`src/md5_pkg.sv`:
```
// ----------------------------------------------------------------------------
// md5_pkg
// Shared types, constants and round functions of the MD5 digest unit.
// ----------------------------------------------------------------------------
`default_nettype none

package md5_pkg;

  localparam int unsigned WordW    = 32;
  localparam int unsigned ByteW    = 8;
  localparam int unsigned BlkWords = 16;
  localparam int unsigned PosW     = 6;   // byte position inside a 64-byte block
  localparam int unsigned RndW     = 6;   // round index, 64 rounds
  localparam int unsigned CountW   = 61;  // message length in bytes
  localparam int unsigned WidxW    = 4;
  localparam int unsigned DigestW  = 4 * WordW;

  localparam logic [WordW-1:0] InitA = 32'h67452301;
  localparam logic [WordW-1:0] InitB = 32'hefcdab89;
  localparam logic [WordW-1:0] InitC = 32'h98badcfe;
  localparam logic [WordW-1:0] InitD = 32'h10325476;

  localparam logic [ByteW-1:0] PadByte = 8'h80;
  localparam logic [PosW-1:0]  PosLen  = 6'd56;
  localparam logic [PosW-1:0]  PosLast = 6'd63;
  localparam logic [RndW-1:0]  RndLast = 6'd63;

  localparam logic [WordW-1:0] RoundConst [64] = '{
    32'hd76aa478, 32'he8c7b756, 32'h242070db, 32'hc1bdceee,
    32'hf57c0faf, 32'h4787c62a, 32'ha8304613, 32'hfd469501,
    32'h698098d8, 32'h8b44f7af, 32'hffff5bb1, 32'h895cd7be,
    32'h6b901122, 32'hfd987193, 32'ha679438e, 32'h49b40821,
    32'hf61e2562, 32'hc040b340, 32'h265e5a51, 32'he9b6c7aa,
    32'hd62f105d, 32'h02441453, 32'hd8a1e681, 32'he7d3fbc8,
    32'h21e1cde6, 32'hc33707d6, 32'hf4d50d87, 32'h455a14ed,
    32'ha9e3e905, 32'hfcefa3f8, 32'h676f02d9, 32'h8d2a4c8a,
    32'hfffa3942, 32'h8771f681, 32'h6d9d6122, 32'hfde5380c,
    32'ha4beea44, 32'h4bdecfa9, 32'hf6bb4b60, 32'hbebfbc70,
    32'h289b7ec6, 32'heaa127fa, 32'hd4ef3085, 32'h04881d05,
    32'hd9d4d039, 32'he6db99e5, 32'h1fa27cf8, 32'hc4ac5665,
    32'hf4292244, 32'h432aff97, 32'hab9423a7, 32'hfc93a039,
    32'h655b59c3, 32'h8f0ccc92, 32'hffeff47d, 32'h85845dd1,
    32'h6fa87e4f, 32'hfe2ce6e0, 32'ha3014314, 32'h4e0811a1,
    32'hf7537e82, 32'hbd3af235, 32'h2ad7d2bb, 32'heb86d391
  };

  localparam logic [4:0] RotAmount [16] = '{
    5'd7, 5'd12, 5'd17, 5'd22, 5'd5, 5'd9, 5'd14, 5'd20,
    5'd4, 5'd11, 5'd16, 5'd23, 5'd6, 5'd10, 5'd15, 5'd21
  };

  typedef enum logic [2:0] {
    StIdle,
    StPad,
    StPrep,
    StComp,
    StFold,
    StDone
  } md5_state_e;

  typedef enum logic [1:0] {
    SelInput,
    SelPad80,
    SelZero,
    SelLength
  } md5_byte_sel_e;

  typedef struct packed {
    logic          byte_we;
    md5_byte_sel_e byte_sel;
    logic          load_work;
    logic          round_en;
    logic          fold;
    logic          finish;
  } md5_cmd_t;

  typedef struct packed {
    logic pos56;
    logic pos63;
    logic rnd_last;
    logic out_free;
  } md5_status_t;

  // Message word used by a given round.
  function automatic logic [WidxW-1:0] md5_widx(input logic [RndW-1:0] rnd);
    logic [RndW+2:0] prod;
    begin
      prod = '0;
      case (rnd[5:4])
        2'd0:    prod = {3'b000, rnd};
        2'd1:    prod = ({3'b000, rnd} * 9'd5) + 9'd1;
        2'd2:    prod = ({3'b000, rnd} * 9'd3) + 9'd5;
        default: prod = {3'b000, rnd} * 9'd7;
      endcase
      return prod[WidxW-1:0];
    end
  endfunction

  function automatic logic [WordW-1:0] md5_f(input logic [1:0] phase,
                                             input logic [WordW-1:0] b,
                                             input logic [WordW-1:0] c,
                                             input logic [WordW-1:0] d);
    logic [WordW-1:0] f;
    begin
      case (phase)
        2'd0:    f = (b & c) | (~b & d);
        2'd1:    f = (b & d) | (c & ~d);
        2'd2:    f = b ^ c ^ d;
        default: f = c ^ (b | ~d);
      endcase
      return f;
    end
  endfunction

  function automatic logic [WordW-1:0] md5_rot_left(input logic [WordW-1:0] x,
                                                    input logic [4:0] n);
    logic [2*WordW-1:0] dbl;
    begin
      dbl = {x, x} << n;
      return dbl[2*WordW-1:WordW];
    end
  endfunction

endpackage

`default_nettype wire

```
`src/md5_ram.sv`:
```
// ----------------------------------------------------------------------------
// md5_ram
// Generic single-write, single-read RAM with a registered read port.
// ----------------------------------------------------------------------------
`default_nettype none

module md5_ram #(
  parameter int unsigned Width = 32,
  parameter int unsigned Depth = 16
) (
  input  wire logic                     clk_i,
  input  wire logic                     we_i,
  input  wire logic [$clog2(Depth)-1:0] waddr_i,
  input  wire logic [Width-1:0]         wdata_i,
  input  wire logic [$clog2(Depth)-1:0] raddr_i,
  output logic      [Width-1:0]         rdata_o
);

  logic [Width-1:0] mem_q [Depth];

  always_ff @(posedge clk_i) begin
    if (we_i) begin
      mem_q[waddr_i] <= wdata_i;
    end
    rdata_o <= mem_q[raddr_i];
  end

endmodule

`default_nettype wire

```
`src/md5_ctrl.sv`:
```
// ----------------------------------------------------------------------------
// md5_ctrl
// Sequencer of the MD5 unit: byte intake, padding, compression, digest out.
// ----------------------------------------------------------------------------
`default_nettype none

module md5_ctrl (
  input  wire logic                 clk_i,
  input  wire logic                 rst_ni,
  input  wire logic                 in_valid_i,
  input  wire logic                 in_byte_valid_i,
  input  wire logic                 in_last_i,
  output logic                      in_ready_o,
  output md5_pkg::md5_cmd_t         cmd_o,
  input  wire md5_pkg::md5_status_t status_i
);

  import md5_pkg::*;

  md5_state_e state_q, state_d;
  logic       pad_q, pad_d;     // a padding run is in progress
  logic       first_q, first_d; // next pad byte is the 0x80 marker
  logic       len_q, len_d;     // length bytes have started
  logic       fin_q, fin_d;     // the running compression is the last one
  logic       accept;
  logic       len_now;

  assign accept  = (state_q == StIdle) && in_valid_i;
  assign len_now = !first_q && (len_q || status_i.pos56);

  // Next state and flags.
  always_comb begin
    state_d = state_q;
    pad_d   = pad_q;
    first_d = first_q;
    len_d   = len_q;
    fin_d   = fin_q;
    unique case (state_q)
      StIdle: begin
        if (accept) begin
          if (in_last_i) begin
            pad_d   = 1'b1;
            first_d = 1'b1;
            len_d   = 1'b0;
            fin_d   = 1'b0;
          end
          if (in_byte_valid_i && status_i.pos63) begin
            state_d = StPrep;
          end else if (in_last_i) begin
            state_d = StPad;
          end
        end
      end
      StPad: begin
        first_d = 1'b0;
        len_d   = len_now;
        if (status_i.pos63) begin
          fin_d   = len_now;
          state_d = StPrep;
        end
      end
      StPrep: state_d = StComp;
      StComp: begin
        if (status_i.rnd_last) begin
          state_d = StFold;
        end
      end
      StFold: begin
        if (fin_q) begin
          state_d = StDone;
        end else if (pad_q) begin
          state_d = StPad;
        end else begin
          state_d = StIdle;
        end
      end
      StDone: begin
        if (status_i.out_free) begin
          pad_d   = 1'b0;
          fin_d   = 1'b0;
          state_d = StIdle;
        end
      end
      default: state_d = StIdle;
    endcase
  end

  // Commands to the datapath.
  always_comb begin
    cmd_o          = '0;
    cmd_o.byte_sel = SelInput;
    in_ready_o     = 1'b0;
    unique case (state_q)
      StIdle: begin
        in_ready_o    = 1'b1;
        cmd_o.byte_we = accept && in_byte_valid_i;
      end
      StPad: begin
        cmd_o.byte_we  = 1'b1;
        cmd_o.byte_sel = first_q ? SelPad80 : (len_now ? SelLength : SelZero);
      end
      StPrep: cmd_o.load_work = 1'b1;
      StComp: cmd_o.round_en  = 1'b1;
      StFold: cmd_o.fold      = 1'b1;
      StDone: cmd_o.finish    = status_i.out_free;
      default: cmd_o = '0;
    endcase
  end

  always_ff @(posedge clk_i or negedge rst_ni) begin
    if (!rst_ni) begin
      state_q <= StIdle;
      pad_q   <= 1'b0;
      first_q <= 1'b0;
      len_q   <= 1'b0;
      fin_q   <= 1'b0;
    end else begin
      state_q <= state_d;
      pad_q   <= pad_d;
      first_q <= first_d;
      len_q   <= len_d;
      fin_q   <= fin_d;
    end
  end

endmodule

`default_nettype wire

```
`src/md5_dp.sv`:
```
// ----------------------------------------------------------------------------
// md5_dp
// MD5 datapath: block buffer, byte packer, round unit, chaining words and
// the digest output register.
// ----------------------------------------------------------------------------
`default_nettype none

module md5_dp (
  input  wire logic                             clk_i,
  input  wire logic                             rst_ni,
  input  wire logic [md5_pkg::ByteW-1:0]        in_byte_i,
  input  wire md5_pkg::md5_cmd_t                cmd_i,
  output md5_pkg::md5_status_t                  status_o,
  output logic                                  out_valid_o,
  input  wire logic                             out_ready_i,
  output logic      [md5_pkg::DigestW-1:0]      out_data_o
);

  import md5_pkg::*;

  logic [WordW-1:0]  ha_q, hb_q, hc_q, hd_q;
  logic [WordW-1:0]  wa_q, wb_q, wc_q, wd_q;
  logic [CountW-1:0] count_q;
  logic [PosW-1:0]   pos_q;
  logic [RndW-1:0]   rnd_q;
  logic [RndW-1:0]   rnd_next;
  logic [23:0]       pack_q;
  logic              out_valid_q;
  logic [DigestW-1:0] out_data_q;

  logic [ByteW-1:0]  wr_byte;
  logic [63:0]       bit_len;
  logic              ram_we;
  logic [WordW-1:0]  ram_wdata;
  logic [WidxW-1:0]  ram_raddr;
  logic [WordW-1:0]  msg_word;
  logic [WordW-1:0]  round_sum;
  logic [WordW-1:0]  round_b;

  assign bit_len = {count_q, 3'b000};

  always_comb begin
    case (cmd_i.byte_sel)
      SelInput:  wr_byte = in_byte_i;
      SelPad80:  wr_byte = PadByte;
      SelLength: wr_byte = bit_len[{pos_q[2:0], 3'b000} +: ByteW];
      default:   wr_byte = '0;
    endcase
  end

  // Bytes are gathered little-endian into a word; the fourth byte writes it.
  assign ram_we    = cmd_i.byte_we && (pos_q[1:0] == 2'd3);
  assign ram_wdata = {wr_byte, pack_q};

  assign rnd_next  = rnd_q + 1'b1;
  assign ram_raddr = cmd_i.load_work ? md5_widx('0) : md5_widx(rnd_next);

  md5_ram #(
    .Width (WordW),
    .Depth (BlkWords)
  ) u_blk_ram (
    .clk_i   (clk_i),
    .we_i    (ram_we),
    .waddr_i (pos_q[PosW-1:2]),
    .wdata_i (ram_wdata),
    .raddr_i (ram_raddr),
    .rdata_o (msg_word)
  );

  assign round_sum = wa_q + md5_f(rnd_q[5:4], wb_q, wc_q, wd_q) + RoundConst[rnd_q] + msg_word;
  assign round_b   = wb_q + md5_rot_left(round_sum, RotAmount[{rnd_q[5:4], rnd_q[1:0]}]);

  assign status_o.pos56    = (pos_q == PosLen);
  assign status_o.pos63    = (pos_q == PosLast);
  assign status_o.rnd_last = (rnd_q == RndLast);
  assign status_o.out_free = !out_valid_q || out_ready_i;

  always_ff @(posedge clk_i) begin
    if (cmd_i.byte_we && (pos_q[1:0] != 2'd3)) begin
      pack_q[{pos_q[1:0], 3'b000} +: ByteW] <= wr_byte;
    end
    if (cmd_i.load_work) begin
      wa_q <= ha_q;
      wb_q <= hb_q;
      wc_q <= hc_q;
      wd_q <= hd_q;
    end else if (cmd_i.round_en) begin
      wa_q <= wd_q;
      wb_q <= round_b;
      wc_q <= wb_q;
      wd_q <= wc_q;
    end
    if (cmd_i.finish) begin
      out_data_q <= {hd_q, hc_q, hb_q, ha_q};
    end
  end

  always_ff @(posedge clk_i or negedge rst_ni) begin
    if (!rst_ni) begin
      ha_q        <= InitA;
      hb_q        <= InitB;
      hc_q        <= InitC;
      hd_q        <= InitD;
      count_q     <= '0;
      pos_q       <= '0;
      rnd_q       <= '0;
      out_valid_q <= 1'b0;
    end else begin
      if (cmd_i.byte_we) begin
        pos_q <= pos_q + 1'b1;
        if (cmd_i.byte_sel == SelInput) begin
          count_q <= count_q + 1'b1;
        end
      end
      if (cmd_i.load_work) begin
        rnd_q <= '0;
      end else if (cmd_i.round_en) begin
        rnd_q <= rnd_next;
      end
      if (cmd_i.fold) begin
        ha_q <= ha_q + wa_q;
        hb_q <= hb_q + wb_q;
        hc_q <= hc_q + wc_q;
        hd_q <= hd_q + wd_q;
      end
      if (cmd_i.finish) begin
        ha_q        <= InitA;
        hb_q        <= InitB;
        hc_q        <= InitC;
        hd_q        <= InitD;
        count_q     <= '0;
        pos_q       <= '0;
        out_valid_q <= 1'b1;
      end else if (out_ready_i) begin
        out_valid_q <= 1'b0;
      end
    end
  end

  assign out_valid_o = out_valid_q;
  assign out_data_o  = out_data_q;

endmodule

`default_nettype wire

```
`src/md5_message_digest_unit.sv`:
```
// ----------------------------------------------------------------------------
// md5_message_digest_unit
// MD5 digest of a byte stream, one byte per word, digest at end of message.
// ----------------------------------------------------------------------------
//  channel   direction  carries
//  s_axis    in         tdata: data_byte, tuser: byte_valid, tlast: end_of_message
//  m_axis    out        tdata: digest words A, B, C, D (A lowest)
//
//  A byte word is taken while the unit is idle. The word that fills a 64-byte
//  block is followed by one buffer read setup, 64 rounds of the single
//  round unit, one chaining add. At end of message the pad bytes are written
//  one per cycle (9 to 72 of them) with one or two compressions in between.
//  Reset loads the MD5 initial chaining words; the block buffer needs no clear.
//  A digest waits in the output register; a later digest waits for it.
// ----------------------------------------------------------------------------
`default_nettype none

module md5_message_digest_unit (
  input  wire logic         clk_i,
  input  wire logic         rst_ni,
  input  wire logic         s_axis_tvalid,
  output logic              s_axis_tready,
  input  wire logic [7:0]   s_axis_tdata,   // [7:0] data_byte
  input  wire logic         s_axis_tuser,   // [0] byte_valid
  input  wire logic         s_axis_tlast,   // end_of_message
  output logic              m_axis_tvalid,
  input  wire logic         m_axis_tready,
  output logic      [127:0] m_axis_tdata    // [31:0] A, [63:32] B, [95:64] C, [127:96] D
);

  import md5_pkg::*;

  md5_cmd_t    cmd;
  md5_status_t status;

  md5_ctrl u_ctrl (
    .clk_i           (clk_i),
    .rst_ni          (rst_ni),
    .in_valid_i      (s_axis_tvalid),
    .in_byte_valid_i (s_axis_tuser),
    .in_last_i       (s_axis_tlast),
    .in_ready_o      (s_axis_tready),
    .cmd_o           (cmd),
    .status_i        (status)
  );

  md5_dp u_dp (
    .clk_i       (clk_i),
    .rst_ni      (rst_ni),
    .in_byte_i   (s_axis_tdata),
    .cmd_i       (cmd),
    .status_o    (status),
    .out_valid_o (m_axis_tvalid),
    .out_ready_i (m_axis_tready),
    .out_data_o  (m_axis_tdata)
  );

  // A block is compressed right after its last byte is written.
  a_fill_compress: assert property (@(posedge clk_i) disable iff (!rst_ni)
    (cmd.byte_we && status.pos63) |=> cmd.load_work)
    else $error("full block not compressed");

  // The chaining add follows the last round.
  a_last_round_fold: assert property (@(posedge clk_i) disable iff (!rst_ni)
    (cmd.round_en && status.rnd_last) |=> cmd.fold)
    else $error("missing chaining add after last round");

  // Handing off a digest returns the unit to byte intake.
  a_finish_ready: assert property (@(posedge clk_i) disable iff (!rst_ni)
    cmd.finish |=> (s_axis_tready && m_axis_tvalid))
    else $error("unit not ready after digest");

  // No byte is taken while the round unit is busy.
  a_no_intake_busy: assert property (@(posedge clk_i) disable iff (!rst_ni)
    (cmd.round_en || cmd.load_work || cmd.fold) |-> !s_axis_tready)
    else $error("input ready during compression");

endmodule

`default_nettype wire
```
`config.mk`:
```
export PLATFORM = sky130hd
export DESIGN_NAME = md5_message_digest_unit
export DESIGN_NICKNAME = d
export VERILOG_FILES = /design/src/md5_pkg.sv /design/src/md5_ram.sv /design/src/md5_ctrl.sv /design/src/md5_dp.sv /design/src/md5_message_digest_unit.sv
export SDC_FILE = /design/constraint.sdc
export NUM_CORES = 2
export LEC_CHECK = 0
export BUFFER_PORTS_ARGS = -buffer_cell sky130_fd_sc_hd__clkbuf_2
export CORE_UTILIZATION = 35
export DETAILED_ROUTE_END_ITERATION = 12
export PLACE_DENSITY_LB_ADDON = 0.1
export SLEW_MARGIN = 20
export SYNTH_ARGS = -nofsm -noshare
export SYNTH_HDL_FRONTEND = slang
export SYNTH_SLANG_ARGS = --single-unit
```
`constraint.sdc`:
```
create_clock -name clk_i -period 9.6 [get_ports clk_i]
set_input_delay 2.88 -clock clk_i [delete_from_list [all_inputs] [get_ports clk_i]]
set_output_delay 2.88 -clock clk_i [all_outputs]
set_load 0.01 [all_outputs]
```
After elaboration in Yosys (flattened, before gate mapping)

Memory sizes are Yosys's and may differ from the RTL's. A register that Yosys moved wholly into a read port is not among the register bits.
Cells that the tools add are included.

Register bits after elaboration: 489
Output and inout port bits: 130
Latch bits: 0
Memories kept: 3
Bits in read-only memories: 2128
Input port bits: 14
Bits in writable memories: 512
Word-level logic and storage cells: 172

Memories:

| memory               | depth | width | read ports | clocked after Yosys merged registers in | wr ports | RTL line      | source |
|---|---|---|---|---|---|---|---|
| (no name shown)      | 64    | 32    | 1          | 0                                       | 0        | md5_dp.sv:70  | `assign round_sum = wa_q + md5_f(rnd_q[5:4], wb_q, wc_q, wd_q) + RoundConst[rnd_q] + msg_word;` |
| u_dp.u_blk_ram.mem_q | 16    | 32    | 1          | 1                                       | 1        | md5_ram.sv:19 | `logic [Width-1:0] mem_q [Depth];` |
| (no name shown)      | 16    | 5     | 1          | 0                                       | 0        | md5_dp.sv:71  | `assign round_b = wb_q + md5_rot_left(round_sum, RotAmount[{rnd_q[5:4], rnd_q[1:0]}]);` |

Shift operators: 4
Multiplexer cells: 64
Equality and inequality tests: 22
Divide/modulo/power cells: 0
Multiply operators: 3
Add/subtract/negate cells: 14
Bitwise logic cells: 14
$lt $le $gt $ge: 2
Reductions and logical operators: 27

Operators with widths:

| kind                                                                   | count |
|---|---|
| 32-bit 2-to-1 mux                                                      | 18 |
| 32-bit adder                                                           | 8 |
| 61-bit 2-to-1 mux                                                      | 3 |
| 32-bit AND                                                             | 4 |
| 32-bit bitwise OR                                                      | 3 |
| 32-bit case mux with 3 select lines                                    | 1 |
| 32-bit bitwise XOR                                                     | 3 |
| 32-bit inverter                                                        | 2 |
| 64-bit by 7-bit indexed part select with 8-bit output                  | 1 |
| 64-bit by 5-bit left shift with 64-bit output                          | 1 |
| 61-bit by 1-bit adder with 61-bit output, second input constant        | 1 |
| 24-bit bitwise mux                                                     | 1 |
| 6-bit 2-to-1 mux                                                       | 4 |
| 8-bit case mux with 3 select lines                                     | 1 |
| 8-bit by 7-bit variable shift with 24-bit output, first input constant | 1 |
| 8-bit by 7-bit indexed part select with 24-bit output                  | 1 |
| 3-bit 2-to-1 mux                                                       | 7 |
| 6-bit equality test, second input constant                             | 3 |
| 3-bit case mux with 6 select lines                                     | 1 |
| 1-bit 2-to-1 mux                                                       | 17 |
| 2-bit nonzero test                                                     | 7 |
| 6-bit by 1-bit adder with 6-bit output, second input constant          | 2 |
| 6-bit by 3-bit multiplier with 4-bit output, second input constant     | 2 |
| 4-bit case mux with 3 select lines                                     | 1 |
| 31 further kinds                                                       | 57 |

Depth between registers and ports, before layout

Depth after elaboration: 11
Gate-level depth with buffers: 45
Depth with buffers taken out: 41

By module

A second synthesis with hierarchy kept.

Cell total of the unflattened synthesis: 4913
Area total of the unflattened synthesis: 57597.7 um2

By module, submodules not included:

| module   | seq. area each (um2) | area each (um2) | times used | cells each |
|---|---|---|---|---|
| md5_dp   | 13543.0              | 37259.5         | 1          | 4020 |
| md5_ram  | 16015.4              | 19854.0         | 1          | 838 |
| md5_ctrl | 175.2                | 484.2           | 1          | 55 |

Worst setup path after synthesis

Ideal clock, no wire load.

Path kind: reg2reg
Start: register u_dp.rnd_q[0]
End: register u_dp.wb_q[31] (data pin)
Data arrival time: 8.812 ns
Path slack: 0.528 ns
Cell stages (with the launch flop): 41
Library setup time: 0.260 ns
Data required time: 9.340 ns
Clock period less this slack: 9.072 ns
Path buffers: 5
Cells stage by stage: dfrtp_1 -> buf_2 -> inv_1 -> clkbuf_1 -> ha_1 -> buf_4 -> clkbuf_1 -> nor2_1 -> nor2_1 -> mux4_2 -> nor2_1 -> a21oi_1 -> fa_1 -> inv_1 -> fa_1 -> inv_1 -> ha_1 -> buf_2 -> (+5 left out) -> xnor2_1 -> mux4_2 -> mux2i_1 -> mux2i_1 -> mux2_2 -> ha_1 -> o21ai_2 -> nor3_1 -> a2111oi_2 -> a21oi_2 -> a41o_1 -> o21a_1 -> a41o_1 -> o21ai_2 -> nand2b_1 -> a21oi_2 -> xnor3_1 -> mux2_4

Word-level cells in the longest chain between the ends: 10
Elaborated cells between the ends (all ways): 14
Those cells by class: 3 x add/sub; 1 x shift; 6 x mux; 2 x bitwise; 2 x memory

RTL lines:

| element                                                | RTL line       | source |
|---|---|---|
| start, declared                                        | md5_dp.sv:25   | `logic [RndW-1:0] rnd_q;` |
| start signal, assigned                                 | md5_dp.sv:118  | `rnd_q <= rnd_next;` |
| 6-bit inverter with 7-bit output (implied by the code) | md5_dp.sv:70   |  |
| memory 64 x 32 bit                                     | -              |  |
| 32-bit 2-to-1 mux (implied by the code) (2 in a row)   | md5_dp.sv:70   |  |
| 32-bit adder (2 in a row)                              | md5_dp.sv:70   |  |
| 64-bit by 5-bit left shift with 64-bit output *        | md5_pkg.sv:119 | `dbl = {x, x} << n;` |
| 32-bit adder *                                         | md5_dp.sv:71   |  |
| 32-bit 2-to-1 mux *                                    | md5_dp.sv:87   | `end else if (cmd_i.round_en) begin` |
| 32-bit 2-to-1 mux *                                    | md5_dp.sv:82   | `if (cmd_i.load_work) begin` |
| end signal, assigned                                   | md5_dp.sv:84   | `wb_q <= hb_q;` |
| end signal, assigned                                   | md5_dp.sv:89   | `wb_q <= round_b;` |
| end, declared                                          | md5_dp.sv:22   | `logic [WordW-1:0] wa_q, wb_q, wc_q, wd_q;` |

Mark *: on every way between the ends. The rest lies on a longest branch, timed or not. The select of a mux whose other input is x is not followed.
A chain may end at the register's enable or synchronous reset.

Worst setup path in the final report

Ends and elaborated chain as after synthesis.

==> impl_results.md <==
* Initial DRC count at 3,296
* Routed via count at 44,100
* Layout Nets at 6,187
* Hpwl dp at 137.4 mm
* Pin count of the biggest net entering global routing at 175
* Tightest Pin Transition at 1168 ps
* Avg Vias per Cell at 5.401
* Tcrit/Tclk final at 96.54%
* Initial antenna violation count at 5
* CTS Buf Count at 116
* CTS H-tree lvls at 3
* Reg clk slew, reported paths at 70 ps
* Startpoint types: flip-flop
* Cell taking the most area after synthesis: edfxtp_1
* FF-to-FF Start: u_dp.rnd_q[0]$_DFFE_PN0P_
* Wirelength per Cell at 24.30 um
* Max-cap violations at 0
* # rows at 148
* Initial Util at 35.37%
* Synthesized area at 57,780 um^2
* Ranking of synthesized cells by area: edfxtp_1 (41%), dfrtp_1 (6.3%), nand2_1 (5.6%)
* Critical path class: reg2reg
* Share of cells above drive strength 1 at 14.83%
* Routability cong. at 0.9824
* Num ports at 144
* I/O Buffers at 143
* Hold Path Origin: u_ctrl.pad_q$_DFFE_PN0P_
* Tmin final at 9267 ps
* Final slew viol count at 0
* Setup violators final at 0
* GRT Overall Usage at 23.38%
* Clock latency on the worst-skew pair at 780 ps
* Hold Path Sink: u_ctrl.pad_q$_DFFE_PN0P_
* Critical Path Sink Type: flip-flop
* FF-to-FF End: u_dp.wb_q[31]$_DFFE_PP_
* Worst min path class: reg2reg
* Hold Path Cell Cnt at 2
* Maximum vdd drop at 0.1717 mV
* Sequential element share of the synthesized area at 51.46%
* Worst R2R Path Depth at 42
* Non-filler cells, final at 8,165
* Drt first pass iters at 6
* Syn Area/Cell at 10.32 um^2
* Setup Skew at 93.17 ps
* Syn_nets at 5,901
* Fillers at 16,000
* Number of global-route vias before repair at 42,520
* Clock sinks at 1,033
* Outcome: finished, final reports clean
* CP max stage cell: fa_1
* Slew HR at 21.15%
* LEAKAGE at 26.32 nW
* Worst stage delay on the critical path at 510 ps
* Cts hold-fix bufs at 0
* Area growth syn-to-layout at 16.12%
* Clock tree buffer depth at 3
* Yosys cell types at 98
* Die ar. at 166,700 um^2
* EDFF count, synth at 792
* R2R setup slack at 330 ps
* Proportion of netlist area held by the largest area contributor at 41.16%
* Commonest non-fill, non-tap cell in the layout: nand2_1
* Power, Total at 9.444 mW
* Critical path fanouts, max at 25
* Remaining Overflow, GRT at 0
* Root Driver: clkbuf_16
* Number of remaining DRC errors at 0
* Power per Cell Area at 140.8 nW/um^2
* DRT antenna net count at 0
* CTS tree: built
* Post-Syn Instances at 5,599
* Core area at 163,300 um^2
* Post-Route WL at 198.4 mm
* Syn. warnings at 0
* Highest achievable clock rate at 0.1079 GHz
* Final hold violation count at 0
* Die X-Extent at 408.3 um
* First-pass GRT wire length at 291.6 mm
* Most frequent CP cell: buf_4
* Placed Cells incl. Taps at 7,942
* WP data required at 10,110 ps
* Most frequent cells in the layout: nand2_1 (860), edfxtp_1 (792), a21oi_1 (422), nor2_1 (356), buf_4 (325)
* Crit path DAT at 9780 ps
* Synth Register Bits at 1,033
* Top_reg_cell synth: edfxtp_1
* Synth async-reset ratio at 20.23%
* Die Y-Extent at 408.3 um
## worst max-delay path: cells and delay by family, from the launching register on
| kind | cells | cell delay (ps) |
|---|---|---|
| and+or+nand+nor | 7 | 1070 |
| muxes | 5 | 950 |
| buffers and inverters | 8 | 1160 |
| AOI/OAI and AO/OA | 15 | 2940 |
| DFF | 1 | 410 |
| xor gates and xnor gates | 2 | 640 |
| adders and majority gates | 5 | 1840 |
## worst max path at each step
stage                                    startpoint                 endpoint  slack (ps)  cells past startpoint
after floorplan           u_dp.rnd_q[0]$_DFFE_PN0P_  u_dp.wb_q[31]$_DFFE_PP_         530                     40
after global placement    u_dp.rnd_q[2]$_DFFE_PN0P_  u_dp.wb_q[31]$_DFFE_PP_         120                     39
after detailed placement  u_dp.rnd_q[2]$_DFFE_PN0P_  u_dp.wb_q[31]$_DFFE_PP_          50                     39
after CTS                 u_dp.rnd_q[2]$_DFFE_PN0P_  u_dp.wb_q[31]$_DFFE_PP_          50                     39
after global routing      u_dp.rnd_q[0]$_DFFE_PN0P_  u_dp.wb_q[31]$_DFFE_PP_         -30                     43
final                     u_dp.rnd_q[0]$_DFFE_PN0P_  u_dp.wb_q[31]$_DFFE_PP_         330                     42
## report_power, final
group | internal [mW] | switching, mW
Combinational | 0.00694 | 0.0371
Clock | 2.70 | 1.93
Sequential | 4.77 | 0.0000000000000000139
Total | 7.48 | 1.97
## synth_stat cells (30+ instances only)
master	count
a21o_1	70
xor2_1	118
nor2_1	370
fa_1	68
a21oi_1	428
dfxtp_1	32
nor3_1	98
a211oi_1	195
dfstp_2	64
xnor2_1	168
or3_1	30
nand4_1	31
nor2b_1	56
mux2i_1	98
nand3_1	115
buf_2	41
nand2_1	864
clkbuf_1	228
buf_1	40
nand2b_1	38
dfrtp_1	145
and3_1	31
edfxtp_1	792
o21a_1	31
a311oi_1	80
ha_1	220
a31oi_1	129
o21ai_0	330
and2_1	134
inv_1	227
## logic make-up after synthesis
family,after synthesis,synth area share (%)
buffers and inverters,544,3.645
and+or+nand+nor,1832,14.14
DFF,1033,51.46
muxes,143,3.088
xor gates and xnor gates,291,4.498
AOI/OAI and AO/OA,1468,16.04
adders and majority gates,288,7.121
## layout make-up
cell class / instances / area, um^2 / area share [%]
Antenna cell: 2 / 5.005 / 0.007460
Clock buffer: 143 / 3094 / 4.612
Clock inverter: 78 / 887.1 / 1.322
Inverter: 231 / 879.6 / 1.311
Multi-Input combinational cell: 4022 / 26330 / 39.25
Sequential cell: 1033 / 29740 / 44.34
Tap cell: 2175 / 2721 / 4.056
Timing Repair Buffer: 481 / 3426 / 5.107
## per-stage QoR
step | hold slack [ps] | setup WS, ps | util, % | cell area [um^2] | setup TNS, ps
finish | 497.8 | 332.6 | 41.08 | 67090 | 0
global route | 516.2 | -29.04 | 41.07 | 67080 | -29.04
CTS | 500.7 | 45.49 | 40.97 | 66910 | 0
detailed placement | 490.3 | 48.95 | 38.53 | 62930 | 0
global placement | 490.2 | 117.6 | 38.53 | 62930 | 0
floorplan | 462.3 | 528.2 | - | 57780 | 0
## flip-flops by register name, indices dropped and copies added (netlist names), 3 cells and up
signal / count
u_dp.u_blk_ram.mem_q: 512
u_dp.out_data_o: 128
u_dp.count_q: 61
u_dp.ha_q: 32
u_dp.hb_q: 32
u_dp.hc_q: 32
u_dp.hd_q: 32
u_dp.u_blk_ram.rdata_o: 32
u_dp.wa_q: 32
u_dp.wb_q: 32
u_dp.wc_q: 32
u_dp.wd_q: 32
u_dp.pack_q: 24
u_dp.pos_q: 6
u_dp.rnd_q: 6
u_ctrl.state_q: 3
## repair_timing
action                                  CTS  global route
setup buffers                             0             0
gates resized for setup                   0            54
endpoints found under the setup margin    0            10
## per-layer routing
layer / wire, um / GRT usage, % / vias to the layer above
li1: - / - / 20890
met1: 92050 / 32.61 / 21990
met2: 93010 / 38.13 / 959
met3: 7331 / 2.481 / 261
met4: 5984 / 7.135 / 2
met5: 13 / 0 / -
Power figures use the tool's default switching activity.
